[src/hw/rtl/calendar_date_counter_macros.svh]
// Assertion macros for the calendar date counter RTL, used by caldc_core.
// Sampled on aclk and disabled while aresetn is low; expects both in scope.
`ifndef CALENDAR_DATE_COUNTER_MACROS_SVH
`define CALENDAR_DATE_COUNTER_MACROS_SVH
`ifndef ASSERT_OFF
`define CALDC_ASSERT(name, prop, msg) \
    name: assert property (@(posedge aclk) disable iff (!aresetn) (prop)) else $error(msg);
`define CALDC_ASSERT_NEXT(name, ante, cons, msg) \
    name: assert property (@(posedge aclk) disable iff (!aresetn) (ante) |=> (cons)) \
        else $error(msg);
`else
`define CALDC_ASSERT(name, prop, msg)
`define CALDC_ASSERT_NEXT(name, ante, cons, msg)
`endif
`endif

[src/hw/rtl/caldc_pkg.sv]
// Shared types, constants and functions for the calendar date counter.
// No dependencies; imported by every module of the block.
package caldc_pkg;

    localparam int YEAR_BITS_DEF = 16;

    typedef enum logic [1:0] {
        OP_FWD  = 2'd0,
        OP_BACK = 2'd1,
        OP_LOAD = 2'd2,
        OP_NOP  = 2'd3
    } op_t;

    typedef enum logic [1:0] {
        CFG_DEFAULT_DAY   = 2'd0,
        CFG_DEFAULT_MONTH = 2'd1,
        CFG_DEFAULT_YEAR  = 2'd2,
        CFG_UNUSED        = 2'd3
    } cfg_index_t;

    localparam int DAY_BITS   = 5;
    localparam int MONTH_BITS = 4;

    localparam logic [DAY_BITS-1:0]   FIRST_DAY       = 5'd1;
    localparam logic [MONTH_BITS-1:0] FIRST_MONTH     = 4'd1;
    localparam logic [MONTH_BITS-1:0] MONTH_FEB       = 4'd2;
    localparam logic [MONTH_BITS-1:0] MONTH_DEC       = 4'd12;
    localparam logic [DAY_BITS-1:0]   DAYS_LONG       = 5'd31;
    localparam logic [DAY_BITS-1:0]   DAYS_SHORT      = 5'd30;
    localparam logic [DAY_BITS-1:0]   DAYS_FEB        = 5'd28;
    localparam logic [DAY_BITS-1:0]   DAYS_FEB_LEAP   = 5'd29;
    localparam logic [DAY_BITS-1:0]   DAYS_NONE       = 5'd0;

    // A year divisible by 100 is divisible by 4 and 25, by 400 also by 16
    localparam longint unsigned CENTURY_ODD = 25;

    localparam logic [DAY_BITS-1:0]   RST_DAY   = FIRST_DAY;
    localparam logic [MONTH_BITS-1:0] RST_MONTH = FIRST_MONTH;
    localparam int                    RST_YEAR  = 2000;
    localparam logic                  RST_LEAP  = 1'b1;

    // Length of month m; zero for a month number outside 1..12
    function automatic logic [DAY_BITS-1:0] month_len(input logic [MONTH_BITS-1:0] m,
                                                      input logic leap);
        logic [DAY_BITS-1:0] len;
        case (m)
            4'd2:                         len = leap ? DAYS_FEB_LEAP : DAYS_FEB;
            4'd4, 4'd6, 4'd9, 4'd11:      len = DAYS_SHORT;
            4'd1, 4'd3, 4'd5, 4'd7,
            4'd8, 4'd10, 4'd12:           len = DAYS_LONG;
            default:                      len = DAYS_NONE;
        endcase
        return len;
    endfunction

    // Inverse of an odd constant modulo 2^64 by Newton steps (3 -> 96 bits)
    function automatic logic [63:0] odd_inverse(input logic [63:0] a);
        logic [63:0] x;
        x = a;
        for (int i = 0; i < 5; i++) begin
            x = x * (64'd2 - a * x);
        end
        return x;
    endfunction

endpackage

[src/hw/rtl/calendar_date_counter.sv]
// Gregorian calendar date counter: step forward, step back or load a date.
// An accepted input waits in the input register, its result in the output register.
// Throughput: one transaction per cycle if m_ready is high; a waiting result lets one
// more input into the input register, then s_ready follows m_ready in the same cycle.
// Reset (aresetn low, synchronous): date 1/1/2000, defaults 1/1/2000, channels empty.
// Depends on caldc_pkg and caldc_core.
module calendar_date_counter
    import caldc_pkg::*;
#(
    parameter int YEAR_BITS = YEAR_BITS_DEF
) (
    input  logic                  aclk,
    input  logic                  aresetn,
    input  logic                  cfg_valid,
    output logic                  cfg_ready,
    input  logic [1:0]            cfg_index,
    input  logic [YEAR_BITS-1:0]  cfg_data,
    input  logic                  s_valid,
    output logic                  s_ready,
    input  logic [1:0]            s_op,
    input  logic [DAY_BITS-1:0]   s_load_day,
    input  logic [MONTH_BITS-1:0] s_load_month,
    input  logic [YEAR_BITS-1:0]  s_load_year,
    output logic                  m_valid,
    input  logic                  m_ready,
    output logic [DAY_BITS-1:0]   m_cur_day,
    output logic [MONTH_BITS-1:0] m_cur_month,
    output logic [YEAR_BITS-1:0]  m_cur_year,
    output logic                  m_bad_date,
    output logic                  m_is_leap
);

    logic [DAY_BITS-1:0]   default_day_reg;
    logic [MONTH_BITS-1:0] default_month_reg;
    logic [YEAR_BITS-1:0]  default_year_reg;

    logic                  in_valid_reg;
    logic [1:0]            in_op_reg;
    logic [DAY_BITS-1:0]   in_day_reg;
    logic [MONTH_BITS-1:0] in_month_reg;
    logic [YEAR_BITS-1:0]  in_year_reg;

    logic                  out_valid_reg;
    logic [DAY_BITS-1:0]   out_day_reg;
    logic [MONTH_BITS-1:0] out_month_reg;
    logic [YEAR_BITS-1:0]  out_year_reg;
    logic                  out_bad_reg;
    logic                  out_leap_reg;

    logic                  advance;
    logic                  s_take;
    logic [DAY_BITS-1:0]   day_next;
    logic [MONTH_BITS-1:0] month_next;
    logic [YEAR_BITS-1:0]  year_next;
    logic                  leap_next;
    logic                  bad_next;

    // Advance when an item is held and the result slot is free or draining
    assign advance   = in_valid_reg && (!out_valid_reg || m_ready);
    assign s_ready   = !in_valid_reg || advance;
    assign s_take    = s_valid && s_ready;
    assign cfg_ready = 1'b1;

    always_ff @(posedge aclk) begin
        if (!aresetn) begin
            default_day_reg   <= RST_DAY;
            default_month_reg <= RST_MONTH;
            default_year_reg  <= YEAR_BITS'(RST_YEAR);
        end else if (cfg_valid) begin
            case (cfg_index)
                CFG_DEFAULT_DAY:   default_day_reg   <= cfg_data[DAY_BITS-1:0];
                CFG_DEFAULT_MONTH: default_month_reg <= cfg_data[MONTH_BITS-1:0];
                CFG_DEFAULT_YEAR:  default_year_reg  <= cfg_data;
                default: begin
                end
            endcase
        end
    end

    always_ff @(posedge aclk) begin
        if (!aresetn) begin
            in_valid_reg <= 1'b0;
        end else if (s_take) begin
            in_valid_reg <= 1'b1;
        end else if (advance) begin
            in_valid_reg <= 1'b0;
        end
    end

    always_ff @(posedge aclk) begin
        if (s_take) begin
            in_op_reg    <= s_op;
            in_day_reg   <= s_load_day;
            in_month_reg <= s_load_month;
            in_year_reg  <= s_load_year;
        end
    end

    caldc_core #(
        .YEAR_BITS(YEAR_BITS)
    ) u_core (
        .aclk          (aclk),
        .aresetn       (aresetn),
        .advance       (advance),
        .op            (in_op_reg),
        .load_day      (in_day_reg),
        .load_month    (in_month_reg),
        .load_year     (in_year_reg),
        .default_day   (default_day_reg),
        .default_month (default_month_reg),
        .default_year  (default_year_reg),
        .day_next      (day_next),
        .month_next    (month_next),
        .year_next     (year_next),
        .leap_next     (leap_next),
        .bad_next      (bad_next)
    );

    always_ff @(posedge aclk) begin
        if (!aresetn) begin
            out_valid_reg <= 1'b0;
        end else if (advance) begin
            out_valid_reg <= 1'b1;
        end else if (m_ready) begin
            out_valid_reg <= 1'b0;
        end
    end

    always_ff @(posedge aclk) begin
        if (advance) begin
            out_day_reg   <= day_next;
            out_month_reg <= month_next;
            out_year_reg  <= year_next;
            out_bad_reg   <= bad_next;
            out_leap_reg  <= leap_next;
        end
    end

    assign m_valid     = out_valid_reg;
    assign m_cur_day   = out_day_reg;
    assign m_cur_month = out_month_reg;
    assign m_cur_year  = out_year_reg;
    assign m_bad_date  = out_bad_reg;
    assign m_is_leap   = out_leap_reg;

endmodule

[src/hw/rtl/caldc_leap.sv]
// Gregorian leap-year test on a YEAR_BITS wide year.
// Depends on caldc_pkg; divisibility by 25 through a modular inverse multiply.
module caldc_leap
    import caldc_pkg::*;
#(
    parameter int YEAR_BITS = YEAR_BITS_DEF
) (
    input  logic [YEAR_BITS-1:0] year,
    output logic                 leap
);

    localparam logic [63:0]          INV64 = odd_inverse(64'(CENTURY_ODD));
    localparam logic [YEAR_BITS-1:0] INV   = INV64[YEAR_BITS-1:0];
    localparam longint unsigned      LIMIT64 =
        ((longint'(1) << YEAR_BITS) - 1) / CENTURY_ODD;
    localparam logic [YEAR_BITS-1:0] LIMIT = LIMIT64[YEAR_BITS-1:0];

    logic [YEAR_BITS-1:0] prod;
    logic                 div25;

    // y * inv(25) mod 2^N stays small exactly for multiples of 25
    assign prod  = year * INV;
    assign div25 = (prod <= LIMIT);
    assign leap  = (year[1:0] == 2'd0) && (!div25 || (year[3:0] == 4'd0));

endmodule

[src/hw/rtl/caldc_core.sv]
// Date state registers and next-date logic for one transaction.
// Depends on caldc_pkg, caldc_leap and calendar_date_counter_macros.svh.
`include "calendar_date_counter_macros.svh"
module caldc_core
    import caldc_pkg::*;
#(
    parameter int YEAR_BITS = YEAR_BITS_DEF
) (
    input  logic                  aclk,
    input  logic                  aresetn,
    input  logic                  advance,
    input  logic [1:0]            op,
    input  logic [DAY_BITS-1:0]   load_day,
    input  logic [MONTH_BITS-1:0] load_month,
    input  logic [YEAR_BITS-1:0]  load_year,
    input  logic [DAY_BITS-1:0]   default_day,
    input  logic [MONTH_BITS-1:0] default_month,
    input  logic [YEAR_BITS-1:0]  default_year,
    output logic [DAY_BITS-1:0]   day_next,
    output logic [MONTH_BITS-1:0] month_next,
    output logic [YEAR_BITS-1:0]  year_next,
    output logic                  leap_next,
    output logic                  bad_next
);

    logic [DAY_BITS-1:0]   day_reg;
    logic [MONTH_BITS-1:0] month_reg;
    logic [YEAR_BITS-1:0]  year_reg;
    logic                  leap_reg;

    logic [YEAR_BITS-1:0]  year_inc;
    logic [YEAR_BITS-1:0]  year_dec;
    logic [YEAR_BITS-1:0]  year_cand;
    logic                  leap_cand;
    logic [DAY_BITS-1:0]   ld_day;
    logic [MONTH_BITS-1:0] ld_month;
    logic [YEAR_BITS-1:0]  ld_year;
    logic                  load_ok;
    logic [DAY_BITS-1:0]   len_cur;
    logic [DAY_BITS-1:0]   len_prev;

    assign year_inc = year_reg + YEAR_BITS'(1);
    assign year_dec = year_reg - YEAR_BITS'(1);

    assign ld_day   = (load_day == '0)   ? default_day   : load_day;
    assign ld_month = (load_month == '0) ? default_month : load_month;
    assign ld_year  = (load_year == '0)  ? default_year  : load_year;

    // One leap unit serves the year this op may move to
    always_comb begin
        case (op)
            OP_FWD:  year_cand = year_inc;
            OP_BACK: year_cand = year_dec;
            OP_LOAD: year_cand = ld_year;
            default: year_cand = year_reg;
        endcase
    end

    caldc_leap #(
        .YEAR_BITS(YEAR_BITS)
    ) u_leap (
        .year(year_cand),
        .leap(leap_cand)
    );

    assign len_cur  = month_len(month_reg, leap_reg);
    assign len_prev = month_len(month_reg - FIRST_MONTH, leap_reg);
    assign load_ok  = (ld_day != '0) && (ld_day <= month_len(ld_month, leap_cand));

    always_comb begin
        day_next   = day_reg;
        month_next = month_reg;
        year_next  = year_reg;
        leap_next  = leap_reg;
        bad_next   = 1'b0;
        case (op)
            OP_FWD: begin
                if (day_reg >= len_cur) begin
                    day_next = FIRST_DAY;
                    if (month_reg >= MONTH_DEC) begin
                        month_next = FIRST_MONTH;
                        year_next  = year_inc;
                        leap_next  = leap_cand;
                    end else begin
                        month_next = month_reg + FIRST_MONTH;
                    end
                end else begin
                    day_next = day_reg + FIRST_DAY;
                end
            end
            OP_BACK: begin
                if (day_reg <= FIRST_DAY) begin
                    if (month_reg <= FIRST_MONTH) begin
                        month_next = MONTH_DEC;
                        year_next  = year_dec;
                        leap_next  = leap_cand;
                        day_next   = month_len(MONTH_DEC, leap_cand);
                    end else begin
                        month_next = month_reg - FIRST_MONTH;
                        day_next   = len_prev;
                    end
                end else begin
                    day_next = day_reg - FIRST_DAY;
                end
            end
            OP_LOAD: begin
                if (load_ok) begin
                    day_next   = ld_day;
                    month_next = ld_month;
                    year_next  = ld_year;
                    leap_next  = leap_cand;
                end else begin
                    bad_next = 1'b1;
                end
            end
            default: begin
            end
        endcase
    end

    always_ff @(posedge aclk) begin
        if (!aresetn) begin
            day_reg   <= RST_DAY;
            month_reg <= RST_MONTH;
            year_reg  <= YEAR_BITS'(RST_YEAR);
            leap_reg  <= RST_LEAP;
        end else if (advance) begin
            day_reg   <= day_next;
            month_reg <= month_next;
            year_reg  <= year_next;
            leap_reg  <= leap_next;
        end
    end

    `CALDC_ASSERT(a_month_range, (month_reg >= FIRST_MONTH) && (month_reg <= MONTH_DEC), "month out of range")
    `CALDC_ASSERT(a_day_fits, (day_reg != '0) && (day_reg <= month_len(month_reg, leap_reg)), "day exceeds month length")
    `CALDC_ASSERT_NEXT(a_bad_holds, advance && bad_next, $stable(day_reg) && $stable(month_reg) && $stable(year_reg), "rejected load changed the date")
    `CALDC_ASSERT_NEXT(a_idle_holds, !advance, $stable(year_reg) && $stable(leap_reg), "date moved without a transaction")

endmodule
[config.mk]
export PLATFORM = sky130hd
export DESIGN_NAME = calendar_date_counter
export DESIGN_NICKNAME = d
export VERILOG_FILES = /design/src/hw/rtl/caldc_pkg.sv /design/src/hw/rtl/calendar_date_counter.sv /design/src/hw/rtl/caldc_leap.sv /design/src/hw/rtl/caldc_core.sv
export VERILOG_INCLUDE_DIRS = /design/src /design/src/hw/rtl
export SDC_FILE = /design/constraint.sdc
export NUM_CORES = 1
export LEC_CHECK = 0
export BUFFER_PORTS_ARGS = -buffer_cell sky130_fd_sc_hd__clkbuf_2
export CORE_MARGIN = 8
export CORE_UTILIZATION = 45
export DETAILED_ROUTE_END_ITERATION = 7
export PLACE_DENSITY_LB_ADDON = 0.05
export SKIP_LAST_GASP = 1
export SLEW_MARGIN = 0
export SYNTH_ARGS = -nofsm -noshare
export SYNTH_HDL_FRONTEND = slang
export SYNTH_SLANG_ARGS = --single-unit
[constraint.sdc]
create_clock -name aclk -period 10.8 [get_ports aclk]
set_input_delay 0.54 -clock aclk [delete_from_list [all_inputs] [get_ports aclk]]
set_output_delay 0.54 -clock aclk [all_outputs]
set_load 0.02 [all_outputs]
# After elaboration in Yosys (flattened, before gate mapping)
# Index checks and enable logic that the tools add are counted.
[totals] reg_bits=107 inputBits=50 out_inout_bits=30 wordCells=137
[classes] n_addsub=6 mul=1 magnitude_cmp=6 eq_ne=40 mux=37 reduce_logical=29
[op_table] cell="two-way mux 16 bit" n=6
[op_table] cell="case mux 16 bit (3 select lines)" n=2
[op_table] cell="equality test 4 bit (second input constant)" n=15
[op_table] cell="case mux 5 bit (3 select lines)" n=4
[op_table] cell="equality test 4 x 3 -> 1 bit (second input constant)" n=12
[op_table] cell="two-way mux 5 bit" n=5
[op_table] cell="equality test 4 x 2 -> 1 bit (second input constant)" n=6
[op_table] cell="two-way mux 4 bit" n=6
[op_table] cell="OR reduction 7 bit" n=3
[op_table] cell="adder 16 x 1 -> 16 bit (second input constant)" n=1
[op_table] cell="less-or-equal comparator 16 x 12 -> 1 bit (second input constant)" n=1
[op_table] cell="logical NOT 16 bit" n=1
[op_table] cell="multiplier 16 x 15 -> 16 bit (second input constant)" n=1
[op_table] cell="subtractor 16 x 1 -> 16 bit (second input constant)" n=1
[op_table] cell="equality test 4 x 1 -> 1 bit (second input constant)" n=3
[op_table] cell="two-way mux 1 bit" n=12
[op_table] cell="case mux 4 bit (3 select lines)" n=1
[op_table] cell="OR reduction 4 bit" n=3
[op_table] cell="logical NOT 4 bit" n=2
[op_table] cell="logical NOT 2 bit" n=3
[op_table] cell="AND reduction 2 bit" n=3
[op_table] cell="adder 5 x 1 -> 5 bit (second input constant)" n=1
[op_table] cell="greater-or-equal comparator 5 bit" n=1
[op_table] cell="less-or-equal comparator 5 x 1 -> 1 bit (second input constant)" n=1
[op_table] cell="other kinds (15)" n=25

# Longest topological paths before layout
[depth] depth_word=14 ltp_mapped=41 mapped_depth_nobuf=39

# Modules after synthesis
# Synthesis repeated with hierarchy kept, for this count alone.
[unflattened] cells_unflattened=991 hier_area_um2=8660.8
[modules_own_cells] mod="caldc_core" n_inst=1 cells_per_inst=656 area_each_um2=4282.9 seq_area_each_um2=520.5
[modules_own_cells] mod="calendar_date_counter" n_inst=1 cells_per_inst=170 area_each_um2=2753.9 seq_area_each_um2=2162.1
[modules_own_cells] mod="caldc_leap" n_inst=1 cells_per_inst=165 area_each_um2=1624.1 seq_area_each_um2=0.0

# Worst setup path after synthesis
# Ideal clock, no wire load.
[synth_path] path_type="reg2reg" from="register u_core.year_reg[0]" to="register out_year_reg[8] (netlist: m_cur_year[8]), data pin" setup_ps=263 arrival_time_ps=7747 required_ps=10537 setup_slack_ps=2790 path_stages_with_launch=36 n_path_buf=2 synth_period_minus_slack_ps=8010 cell_sequence="dfxtp_1 or4_1 buf_2 or2_2 nor4_1 mux2_2 a21oi_1 o211ai_1 inv_1 ha_1 fa_1 ha_1 fa_1 fa_1 ha_1 xnor2_1 xnor2_1 xnor2_1 xnor2_1 xnor2_1 xnor2_1 xnor2_1 o21ai_2 a31oi_1 ha_1 nor2b_1 o21a_1 o21a_1 o21a_1 o22ai_1 and2_1 clkbuf_1 mux2_2 o21ai_0 o21ai_0 o2bb2ai_1"
[synth_between] elab_chain_cells=13 word_cells_on_any_way=20 classes_between="add/sub (2); mul (1); order compare (2); mux (9); reduce/logical (6)"
[synth_lines] item="start, declared" line_no="caldc_core.sv:28" text="logic [YEAR_BITS-1:0] year_reg;"
[synth_lines] item="start signal, assigned" line_no="caldc_core.sv:125" text="year_reg <= YEAR_BITS'(RST_YEAR);"
[synth_lines] item="start signal, assigned" line_no="caldc_core.sv:130" text="year_reg <= year_next;"
[synth_lines] item="subtractor 16 x 1 -> 16 bit / adder 16 x 1 -> 16 bit (equally long branches)" line_no="caldc_core.sv:43, caldc_core.sv:42"
[synth_lines] item="case mux 16 bit (3 select lines)" line_no="caldc_core.sv:51" text="case (op)"
[synth_lines] item="multiplier 16 x 15 -> 16 bit" line_no="caldc_leap.sv:22" text="assign prod = year * INV;"
[synth_lines] item="less-or-equal comparator 16 x 12 -> 1 bit" line_no="caldc_leap.sv:23" text="assign div25 = (prod <= LIMIT);"
[synth_lines] item="logical NOT 1 bit" line_no="caldc_leap.sv:24" text="assign leap = (year[1:0] == 2'd0) && (!div25 || (year[3:0] == 4'd0));"
[synth_lines] item="logical OR 1 bit" line_no="caldc_leap.sv:24"
[synth_lines] item="logical AND 1 bit" line_no="caldc_leap.sv:24"
[synth_lines] item="two-way mux 1 bit" line_no="caldc_pkg.sv:47" text="4'd2: len = leap ? DAYS_FEB_LEAP : DAYS_FEB;"
[synth_lines] item="case mux 5 bit (3 select lines)" line_no="caldc_pkg.sv:46" text="case (m)"
[synth_lines] item="less-or-equal comparator 5 bit" line_no="caldc_core.sv:68" text="assign load_ok = (ld_day != '0) && (ld_day <= month_len(ld_month, leap_cand));"
[synth_lines] item="logical AND 1 bit" line_no="caldc_core.sv:68"
[synth_lines] item="two-way mux 16 bit" line_no="caldc_core.sv:107" text="if (load_ok) begin"
[synth_lines] item="case mux 16 bit (3 select lines) *" line_no="caldc_core.sv:76" text="case (op)"
[synth_lines] item="via u_core.year_next[8]" line_no="caldc_core.sv:21" text="output logic [YEAR_BITS-1:0] year_next,"
[synth_lines] item="end signal, assigned" line_no="calendar_date_counter.sv:133" text="out_year_reg <= year_next;"
[synth_lines] item="end, declared" line_no="calendar_date_counter.sv:46" text="logic [YEAR_BITS-1:0] out_year_reg;"
# Mark *: on every way through the listed nets, which the timed path passes. The rest lies on a longest branch.
# A chain may end at the register's enable or synchronous reset.

# Final worst setup path
[layout_path] from="register u_core.year_reg[3]" to="register out_year_reg[8] (netlist: m_cur_year[8]), data pin"
# The elaborated chain is that of the path after synthesis.

==> flow_summary.json <==
{
  "ir_drop_mv": 0.130,
  "worst_pin_slew_ps": 1160,
  "postCtsHoldBufs": 0,
  "synthXorXnorAreaFrac": 0.0376,
  "hold_class": "input pin to flop",
  "io_pins": 80,
  "holdPathEnd": "in_day_reg[4]$_DFFE_PP_",
  "slew_violations": 0,
  "drt_wl_total_um": 25900,
  "synth_compound_area_frac": 0.229,
  "yosysUniqueCellTypes": 74,
  "ys_seq_elements": 107,
  "cts_tree": "done",
  "p_int_mw": 1.04,
  "netlist_area_um2": 8630,
  "cts_sinks": 107,
  "htreeDepth": 3,
  "port-buffer-count": 78,
  "chipWidth_um": 154,
  "crit_top_cell": "ha_1",
  "worstPathArrival_ps": 9790,
  "die_h_um": 154,
  "crit_type": "flop to flop",
  "min_period_ps": 9700,
  "grt_pass1_vias": 7352,
  "grt_usage": 0.220,
  "combPwrFrac": 0.530,
  "pwr-share-clk": 0.190,
  "holdPathStages": 1,
  "post-route-period-util": 0.898,
  "firstDrtPassIters": 6,
  "layout.nets": 1202,
  "startpoint_type": "flop",
  "rsz0062_at_grt": "false",
  "fillers": 1765,
  "cp-end-kind": "flop",
  "routabilityCongestion": 0.995,
  "r2r-end": "m_cur_year[8]$_DFFE_PP_",
  "synth_top_family_by_area": "compound AO/OA/AOI/OAI gates",
  "antenna_found_initial": 0,
  "slew_headroom": 0.228,
  "antenna_left": 0,
  "wire_per_inst_um": 20.0,
  "yosys_warnings": 0,
  "cts_max_path_buffers": 2,
  "grt_max_degree": 55,
  "rrSetupSlack_ps": 1100,
  "setup_viol_count_final": 0,
  "timing.hold.worst.start": "s_load_day[4]",
  "worst_skew_pair.late_latency_ps": 370,
  "setup_tns_ps": 0,
  "hold_viol": 0,
  "clock-root-buffer": "clkbuf_16",
  "grt_overflow": 0,
  "num_vias": 7727,
  "postCtsSetupRepairBufs": 0,
  "routed_via_density": 5.99,
  "drive_above_1_share": 0.130,
  "p_leak_nw": 4.01,
  "swShare": 0.407,
  "drt_iter0_markers": 782,
  "ys.flop_type": "edfxtp_1",
  "slowest_stage": "nor4_1",
  "netlist_instances": 1010,
  "dpl_cell_area_um2": 9160,
  "syn2layout_area_growth_pct": 9.66,
  "reg2reg_depth": 37,
  "cp_max_fo": 19,
  "start_util": 0.460,
  "synth-edff-count": 54,
  "die_area_um2": 23900,
  "r2r_start": "u_core.year_reg[3]$_SDFFE_PN0P_",
  "critPathMaxStageDelay_ps": 840,
  "p_seq_frac": 0.280,
  "grt_pass1_wl_um": 41500,
  "synth_fa_ha_area_frac": 0.162,
  "hpwl_um": 19500,
  "fp.coreArea_um2": 18800,
  "synth.yosys.seq_area_share": 0.311,
  "cts_buffers": 9,
  "post_synth.cell_area_avg_um2": 8.54,
  "outcome": "finished, final reports clean",
  "crit_required_ps": 10890,
  "design_area_um2": 9460,
  "synth_nets": 1161,
  "clk_pin_slew_worst_paths_ps": 80,
  "cts-resized-gates": 0,
  "synth.area.mux_share": 0.0267,
  "fin_skew_ps": 14.3,
  "rows": 50,
  "power.density_nw_per_um2": 185,
  "synth-async-reset-ratio": 0,
  "switchingPower_mw": 0.710,
  "maxCapViolCount": 0,
  "max_freq_mhz": 103,
  "synthSimpleGateAreaFrac": 0.176,
  "drc": 0
}
[synthesized netlist by cell type (18+ instances only)]
| master | number | area [um^2] |
|---|---|---|
| a21boi_0 | 18 | 135 |
| a21oi_1 | 62 | 310 |
| clkbuf_1 | 50 | 188 |
| dfxtp_1 | 53 | 1060 |
| edfxtp_1 | 54 | 1620 |
| fa_1 | 18 | 360 |
| ha_1 | 83 | 1040 |
| inv_1 | 68 | 255 |
| nand2_1 | 111 | 417 |
| nand3_1 | 24 | 120 |
| nor2_1 | 80 | 300 |
| nor3_1 | 20 | 100 |
| o21ai_0 | 72 | 360 |
| xnor2_1 | 26 | 228 |
[area by class of cell]
| cell class | instances | area [um^2] | area share |
|---|---|---|---|
| Timing Repair Buffer | 91 | 488 | 0.0516 |
| Antenna cell | 1 | 2.50 | 0.000265 |
| Clock inverter | 6 | 63.8 | 0.00675 |
| Inverter | 68 | 255 | 0.0270 |
| Clock buffer | 10 | 229 | 0.0242 |
| Tap cell | 234 | 293 | 0.0310 |
| Multi-Input combinational cell | 774 | 5450 | 0.576 |
| Sequential cell | 107 | 2680 | 0.284 |
[per-layer routing]
layer  track usage  wire length (um)
met1         0.315             12300
met2         0.321             10800
met3        0.0465              2060
met4        0.0733               685
met5             0                 0
[stage by stage]
| stage | instances | power (mW) | hold slack [ps] | utilization | setup slack (ps) |
|---|---|---|---|---|---|
| after floorplan | 1010 | 1.22 | 439 | - | 2790 |
| after global placement | 1274 | 1.42 | 452 | 0.488 | 1320 |
| after detailed placement | 1274 | 1.42 | 458 | 0.488 | 1400 |
| after CTS | 1290 | 1.76 | 331 | 0.504 | 1350 |
| after global routing | 1290 | 1.90 | 330 | 0.504 | 550 |
| final | 1291 | 1.75 | 341 | 0.504 | 1100 |
[worst max path at each step]
stage / depth (start not counted) / to / slack (ps) / start
global placement: 37 / m_cur_year[8]$_DFFE_PP_ / 1320 / u_core.year_reg[3]$_SDFFE_PN0P_
floorplan: 35 / m_cur_year[8]$_DFFE_PP_ / 2790 / u_core.year_reg[0]$_SDFFE_PN0P_
detailed placement: 37 / m_cur_year[8]$_DFFE_PP_ / 1400 / u_core.year_reg[3]$_SDFFE_PN0P_
finish: 37 / m_cur_year[8]$_DFFE_PP_ / 1100 / u_core.year_reg[3]$_SDFFE_PN0P_
CTS: 37 / m_cur_year[8]$_DFFE_PP_ / 1350 / u_core.year_reg[3]$_SDFFE_PN0P_
global route: 37 / u_core.year_reg[0]$_SDFFE_PN0P_ / 550 / u_core.year_reg[3]$_SDFFE_PN0P_
[power groups by stage]
stage,clock (mW),combinational (mW),sequential (mW)
6_report,0.332,0.927,0.489
5_1_grt,0.355,1.06,0.493
4_1_cts,0.339,0.936,0.488
3_5_place_dp,0,0.928,0.497
3_3_place_gp,0,0.927,0.498
2_1_floorplan,0,0.737,0.486
[layout by cell type (no fill, tap or decap), types with 7 or more instances in the layout]
master     synthesis  layout
a221o_1            8       8
mux2_2             8       8
edfxtp_1          54      54
a21o_1            16      16
mux2i_1           14      14
ha_1              83      83
xor2_1            11      11
o211ai_1          10      10
nor2_1            80      80
o21ai_0           72      72
and3_1             7       7
nor4_1            15      15
o21a_1             7       7
fa_1              18      18
a31oi_1           15      15
nand3_1           24      24
a211oi_1           7       7
buf_4              1      13
nand4_1            7       7
nor3_1            20      20
a21boi_0          18      18
inv_1             68      67
clkbuf_2           0      78
nor2b_1           12      12
and2_1             9       9
dfxtp_1           53      53
xnor2_1           26      26
nand2_1          111     111
clkbuf_16          0       9
a21oi_1           62      62
[kinds of logic after synthesis]
| logic type | Yosys count |
|---|---|
| xor gates and xnor gates | 37 |
| adders and majority gates | 101 |
| buffers and inverters | 129 |
| AOI/OAI and AO/OA | 293 |
| DFF | 107 |
| and+or+nand+nor | 320 |
| muxes | 22 |
| other | 1 |
[worst max-delay path, delay by kind of cell, from the launching register on]
family	cells	cell delay, ps
AOI/OAI and AO/OA	15	2760
adders and majority gates	8	2730
and+or+nand+nor	7	2140
DFF	1	730
xor gates and xnor gates	3	500
muxes	1	400
buffers and inverters	3	160
No activity file was read; power rests on OpenSTA's default activity.
